[src/design/dpms_pkg.sv]
// Shared types, codes and helpers for the DNA profile motif scanner.
package dpms_pkg;

	localparam int MAX_MOTIF_DEF    = 30;
	localparam int MAX_SEQUENCE_DEF = 16384;

	localparam int WEIGHT_W   = 17;
	localparam int BASE_W     = 2;
	localparam int CHAR_W     = 8;
	localparam int COL_W      = 5;
	localparam int OP_W       = 2;
	localparam int LEN_REG_W  = 5;
	localparam int THR_W      = 17;
	localparam int POS_W      = 15;
	localparam int SKIP_W     = 5;
	localparam int CFG_IDX_W  = 1;
	localparam int CFG_DATA_W = 17;

	localparam logic [LEN_REG_W-1:0] LEN_RESET = 5'd30;
	localparam logic [THR_W-1:0]     THR_RESET = 17'd65536;

	localparam logic [OP_W-1:0] OP_LOAD = 2'd0;
	localparam logic [OP_W-1:0] OP_SCAN = 2'd1;
	localparam logic [OP_W-1:0] OP_NEW  = 2'd2;

	localparam logic [CFG_IDX_W-1:0] REG_LENGTH    = 1'd0;
	localparam logic [CFG_IDX_W-1:0] REG_THRESHOLD = 1'd1;

	localparam logic [CHAR_W-1:0] CHAR_C = 8'h43;
	localparam logic [CHAR_W-1:0] CHAR_G = 8'h47;
	localparam logic [CHAR_W-1:0] CHAR_T = 8'h54;

	typedef logic [BASE_W-1:0]   base_t;
	typedef logic [WEIGHT_W-1:0] weight_t;
	typedef logic [POS_W-1:0]    pos_t;
	typedef logic [SKIP_W-1:0]   skip_t;

	localparam base_t BASE_A = 2'd0;
	localparam base_t BASE_C = 2'd1;
	localparam base_t BASE_G = 2'd2;
	localparam base_t BASE_T = 2'd3;

	typedef struct packed {
		logic               load;
		logic [COL_W-1:0]   column;
		base_t              wbase;
		weight_t            value;
		logic               shift;
		base_t              new_base;
		logic               clear;
	} cell_ctl_t;

	function automatic base_t base_code(input logic [CHAR_W-1:0] ch);
		base_t code;
		case (ch)
			CHAR_C:  code = BASE_C;
			CHAR_G:  code = BASE_G;
			CHAR_T:  code = BASE_T;
			default: code = BASE_A;
		endcase
		return code;
	endfunction

endpackage

[src/design/dpms_cell.sv]
// One profile column cell: weights, one window tap and one hop of the sum wave.
module dpms_cell #(
	parameter int COL   = 0,
	parameter int SUM_W = 22
) (
	input  logic                clk,
	input  logic                arst_n,
	input  dpms_pkg::cell_ctl_t ctl,
	input  logic                col_en,
	input  dpms_pkg::base_t     fwd_base,
	input  logic                tok_in,
	input  logic [SUM_W-1:0]    fsum_in,
	input  logic [SUM_W-1:0]    rsum_in,
	input  dpms_pkg::base_t     tap_in,
	output logic                tok_out,
	output logic [SUM_W-1:0]    fsum_out,
	output logic [SUM_W-1:0]    rsum_out,
	output dpms_pkg::base_t     tap_out
);

	dpms_pkg::weight_t w_q [4];
	dpms_pkg::base_t   tap_q;
	logic              tok_q;
	logic [SUM_W-1:0]  fsum_q;
	logic [SUM_W-1:0]  rsum_q;
	dpms_pkg::weight_t fterm;
	dpms_pkg::weight_t rterm;

	always_ff @(posedge clk) begin
		if (ctl.load && (32'(ctl.column) == COL)) begin
			w_q[ctl.wbase] <= ctl.value;
		end
	end

	always_ff @(posedge clk or negedge arst_n) begin
		if (!arst_n) begin
			tap_q <= dpms_pkg::BASE_A;
			tok_q <= 1'b0;
		end else begin
			if (ctl.clear) begin
				tap_q <= dpms_pkg::BASE_A;
			end else if (ctl.shift) begin
				tap_q <= tap_in;
			end
			// drop the wave past the last column in use
			tok_q <= tok_in && col_en;
		end
	end

	always_comb begin
		fterm = col_en ? w_q[fwd_base] : '0;
		rterm = col_en ? w_q[dpms_pkg::BASE_T - tap_q] : '0;
	end

	always_ff @(posedge clk) begin
		fsum_q <= fsum_in + SUM_W'(fterm);
		rsum_q <= rsum_in + SUM_W'(rterm);
	end

	assign tok_out  = tok_q;
	assign fsum_out = fsum_q;
	assign rsum_out = rsum_q;
	assign tap_out  = tap_q;

endmodule

[config.mk]
export PLATFORM = sky130hd
export DESIGN_NAME = dpms_cell
export DESIGN_NICKNAME = d
export VERILOG_FILES = /design/src/design/dpms_pkg.sv /design/src/design/dpms_cell.sv
export SDC_FILE = /design/constraint.sdc
export NUM_CORES = 1
export LEC_CHECK = 0
export BUFFER_PORTS_ARGS = -buffer_cell sky130_fd_sc_hd__buf_2
export CAP_MARGIN = 20
export CORE_MARGIN = 2
export CORE_UTILIZATION = 55
export DETAILED_ROUTE_END_ITERATION = 8
export MAX_ROUTING_LAYER = met4
export PLACE_DENSITY = 0.81
export SYNTH_ARGS = -nofsm -noshare
export SYNTH_HDL_FRONTEND = slang
export SYNTH_SLANG_ARGS = --single-unit
[constraint.sdc]
create_clock -name clk -period 7.8 [get_ports clk]
set_input_delay 0.39 -clock clk [delete_from_list [all_inputs] [get_ports clk]]
set_output_delay 0.39 -clock clk [all_outputs]
set_load 0.005 [all_outputs]
Yosys cells after proc, flatten, opt, wreduce, memory -nomap -nowiden
Memory sizes are Yosys's and may differ from the RTL's.
Cells that the tools add are included.
- output and inout bits: 47
- bits in latches: 0
- word-level logic and storage cells: 18
- bits in read-only memories: 0
- RAM bits: 68
- flip-flop bits (word level): 47
- memories kept: 1
- memory list (name ; words ; width ; rd ports ; clocked after memory_dff ; write ports ; line ; text):
    w_q ; 4 ; 17 ; 2 ; 0 ; 1 ; dpms_cell.sv:21 ; dpms_pkg::weight_t w_q [4];
- reduce and logical (&&, ||, !) cells: 4
- bitwise gates (word level): 0
- equal/unequal tests: 0
- div/mod/pow operators: 0
- $mul: 0
- add/subtract/negate cells: 3
- muxes and demuxes: 6
- shift operators: 0
- $lt $le $gt $ge: 0
- operator list (operator ; number):
    $add A22 B17 Y22 ; 2
    $mux W17 ; 2
    $logic_not A5 Y1 ; 1
    $mux W2 ; 2
    $logic_and A1 B1 Y1 ; 2
    $mux W1 ; 2
    $reduce_bool A2 Y1 ; 1
    $sub A2 B2 Y2 const A ; 1

Depth between registers and ports, before layout
- depth after elaboration: 4
- depth in mapped cells: 13
- gate-level depth less buffers: 11

Worst setup path after synthesis
No wires, ideal clock.
- path type: input-to-reg
- from: input fwd_base[1]
- to: register fsum_q[20], in the netlist fsum_out[20]
- setup time: 0.120 ns
- setup slack: 4.457 ns
- arrival time: 3.223 ns
- stages: 13
- cell sequence: clkbuf_1 > buf_1 > mux4_2 > and2_1 > ha_1 > inv_1 > fa_1 > nor2b_1 > o31a_1 > o2111ai_1 > a2111oi_0 > o2111ai_1 > xnor2_1
- longest elaborated chain between the ends: 3
- ends and longest elaborated chain (item ; line ; text):
    start: declaration ; dpms_cell.sv:10 ; input dpms_pkg::base_t fwd_base,
    $mem_v2 Z4 W17 ; -- ;
    $mux W17 ; dpms_cell.sv:51 ; fterm = col_en ? w_q[fwd_base] : '0;
    $add A22 B17 Y22 ; dpms_cell.sv:56 ; fsum_q <= fsum_in + SUM_W'(fterm);
    end signal: assignment ; dpms_cell.sv:56 ;
    end: declaration ; dpms_cell.sv:24 ; logic [SUM_W-1:0] fsum_q;
No other way between the ends.
A chain may end at the register's enable or synchronous reset.

Worst setup path after layout
- from: register tap_q[0], in the netlist tap_out[0]
- to: register rsum_q[18], in the netlist rsum_out[18]
- longest elaborated chain between the ends: 4
- ends and longest elaborated chain (item ; line ; text):
    start: declaration ; dpms_cell.sv:22 ; dpms_pkg::base_t tap_q;
    start signal: assignment ; dpms_cell.sv:37 ; tap_q <= dpms_pkg::BASE_A;
    start signal: assignment ; dpms_cell.sv:41 ; tap_q <= dpms_pkg::BASE_A;
    start signal: assignment ; dpms_cell.sv:43 ; tap_q <= tap_in;
    $sub A2 B2 Y2 ; dpms_cell.sv:52 ; rterm = col_en ? w_q[dpms_pkg::BASE_T - tap_q] : '0;
    $mem_v2 Z4 W17 ; -- ;
    $mux W17 ; dpms_cell.sv:52 ;
    $add A22 B17 Y22 ; dpms_cell.sv:57 ; rsum_q <= rsum_in + SUM_W'(rterm);
    end signal: assignment ; dpms_cell.sv:57 ;
    end: declaration ; dpms_cell.sv:25 ; logic [SUM_W-1:0] rsum_q;
No other way between the ends.

==> results.md <==
- Status: complete, no violations
- Main synth FF type: edfxtp_1
- EDFF count, synth: 68
- Largest net degree at the start of global routing: 36
- Ys async rst share: 0.02609
- Setup_tns: 0 ns
- Leak: 3.023 nW
- Crit path cell chain: buf_4 > mux4_2 > and2_1 > ha_1 > inv_1 > fa_1 > nor2b_4 > o31a_1 > o41ai_2 > nor3_1 > or4b_1 > o211ai_1
- Gr ovfl total: 0
- Worst path required time: 8.24 ns
- Ys Warns: 0
- ANT cells: 0
- Area Overhead vs Synth: 23.01%
- CTS Buffer Depth: 2
- Reg clk slew, reported paths: 0.05 ns
- Die area: 11640 um^2
- Net Count, Synth: 590
- Worst slew margin: 0.2855
- Largest stage delay, worst path: 0.58 ns
- FP Rows: 37
- CTS tree: built
- Endpoints failing hold: 0
- Final period util: 0.4653
- Most frequent cells in the layout: buf_2, edfxtp_1, dfxtp_1, ha_1, and2_1
- Syn Inst Count: 473
- P per Cell Area: 235.1 nW/um^2
- Routed via count: 4406
- Chip Height: 107.9 um
- Die Width: 107.9 um
- Setup bufs post-CTS: 0
- Number of distinct library cells after synthesis: 49
- Crit-path leading delay family: simple AND/OR/NAND/NOR gates
- TritonRoute pass-1 iters: 5
- Worst setup EP type: flip-flop
- Slowest-stage cell, CP: mux4_2
- Worst Path Buf+Inv: 2
- Gpl congestion: 0.8845
- Synthesized flop and latch total: 115
- WHS: 0.04005 ns
- Initial drt markers: 365
- Routed wire length: 13.61 mm
- Maximum operating frequency: 275.6 MHz
- Inserted Clock Buffers: 17
- I/O pins: 128
- Minimum clock period: 3.629 ns
- Final HPWL DP: 9.682 mm
- # DRC: 0
- Final Net Count: 721
- Core area: 10420 um^2
- DR vias/cell: 5.867
- Gr usage total: 0.2527
- Hold buffer count at CTS: 1
- Hold Crit Class: in -> reg
- Initial antenna violation count: 0
- IO buf count: 125
- Commonest non-fill, non-tap cell in the layout: buf_2
- Vias in the first global route: 4226
- Final ANT Viol Nets: 0
- Crit Path Category: reg -> reg
- Worst-margin pin slew: 1.071 ns
- Clk Latency, worst-skew pair: 0.52 ns
- Max-cap viol count: 0
- Worst Setup Start Kind: flip-flop
- Final Max Slew Viols: 0
- Mapped Avg Cell Area: 12.55 um^2
- Clock sinks: 115
- Layout cells sized above 1: 0.3171
- Max Clock Skew: 0.01144 ns
- Post-layout util: 0.7011
- Total power: 1.717 mW
- First-pass GRT wire length: 21.10 mm
- Root Buffer: clkbuf_8
- Final setup fails: 0
- H-tree depth: 4
- Final WS setup: 4.171 ns
- Resize count post-CTS: 0
- Seq/Total Area, Yosys: 0.5050
- Routed length per instance: 18.12 um
- Unrepaired setup endpoints after global routing: false
- Worst-path maximum fanout: 20
- Starting Density: 0.5700
- Post-place setup slack: 4.091 ns
- Cell Area, Synth: 5937 um^2
- Arrival time of the worst setup path: 4.06 ns
- Peak supply drop: 0.1440 mV
==> logic make-up after synthesis <==
kind of cell / share of synthesized area
adders and majority gates: 0.07840
AOI/OAI and AO/OA: 0.1012
xor gates and xnor gates: 0.05311
muxes: 0.1319
and+or+nand+nor: 0.1106
DFF: 0.5050
buffers and inverters: 0.01981
==> cells in the mapped netlist, drive strengths merged, types with 2 or more instances <==
cell / instances / share of area
o21a: 3 / 0.0038
a21oi: 31 / 0.026
nor4: 2 / 0.0021
nand2: 32 / 0.020
o21bai: 3 / 0.0038
o2111ai: 2 / 0.0030
and3: 4 / 0.0042
ha: 34 / 0.072
inv: 14 / 0.0089
xnor2: 22 / 0.032
o21ai: 21 / 0.018
or3: 4 / 0.0042
a31oi: 6 / 0.0063
and2: 33 / 0.035
edfxtp: 68 / 0.34
nor3: 8 / 0.0067
a21o: 9 / 0.011
buf: 6 / 0.0046
xor2: 14 / 0.021
a211oi: 2 / 0.0025
mux2i: 4 / 0.0067
dfxtp: 44 / 0.15
nor2: 15 / 0.0095
o31a: 2 / 0.0030
nand3b: 3 / 0.0038
o41ai: 2 / 0.0042
nand4: 5 / 0.0053
a2111oi: 3 / 0.0055
clkbuf: 10 / 0.0063
mux4: 32 / 0.12
mux2: 2 / 0.0038
nor2b: 4 / 0.0055
fa: 2 / 0.0067
o211ai: 6 / 0.0076
nand3: 9 / 0.0076
dfrtp: 3 / 0.013
==> metal layers <==
| metal | vias up | part of all wire | track usage |
|---|---|---|---|
| met2 | 209 | 0.50 | 0.4178 |
| met4 | 0 | 0.020 | 0.1016 |
| met5 | - | 0 | - |
| met1 | 2112 | 0.41 | 0.3111 |
| met3 | 24 | 0.068 | 0.04298 |
| li1 | 2061 | - | - |
==> final timing paths <==
path,startpoint,end,slack (ns),cells past startpoint
worst max-delay path,tap_out[0]$_DFFE_PN0P_,rsum_out[18]$_DFF_P_,4.17,12
worst min-delay path,ctl[0],tap_out[0]$_DFFE_PN0P_,0.04,2
worst max register to register,tap_out[0]$_DFFE_PN0P_,rsum_out[18]$_DFF_P_,4.17,12
worst min register to register,w_q[0][0]$_DFFE_PP_,fsum_out[0]$_DFF_P_,0.86,3
max in group asynchronous,arst_n,tok_out$_DFF_PN0_,7.46,2
min in group asynchronous,arst_n,tap_out[0]$_DFFE_PN0P_,0.21,2
==> cell type report <==
class	count	area, um^2
fillers	757	3113
flip-flops and latches	115	2998
multi-input cells	328	2849
repair buffers	128	650.6
clock buffers	18	417.9
well taps	136	170.2
clock inverters	12	165.2
inverters	14	52.55
==> where the power goes <==
group          leakage (nW)  internal, mW  switching [mW]
logic                  1.72         0.120           0.132
clock network         0.279         0.510           0.261
registers              1.02         0.685         0.00860
total                  3.02          1.32           0.402
==> flip-flops by register name, summed over array words and instances (netlist names) <==
register  flops
fsum_out     22
rsum_out     22
tap_out       2
tok_out       1
w_q          68
==> through the flow <==
stage               area [um^2]  instances
finish                     7303        751
global route               7303        751
CTS                        7303        751
detailed placement         6710        720
global placement           6710        720
floorplan                  5937        473
(Power assumes the default switching activity.)
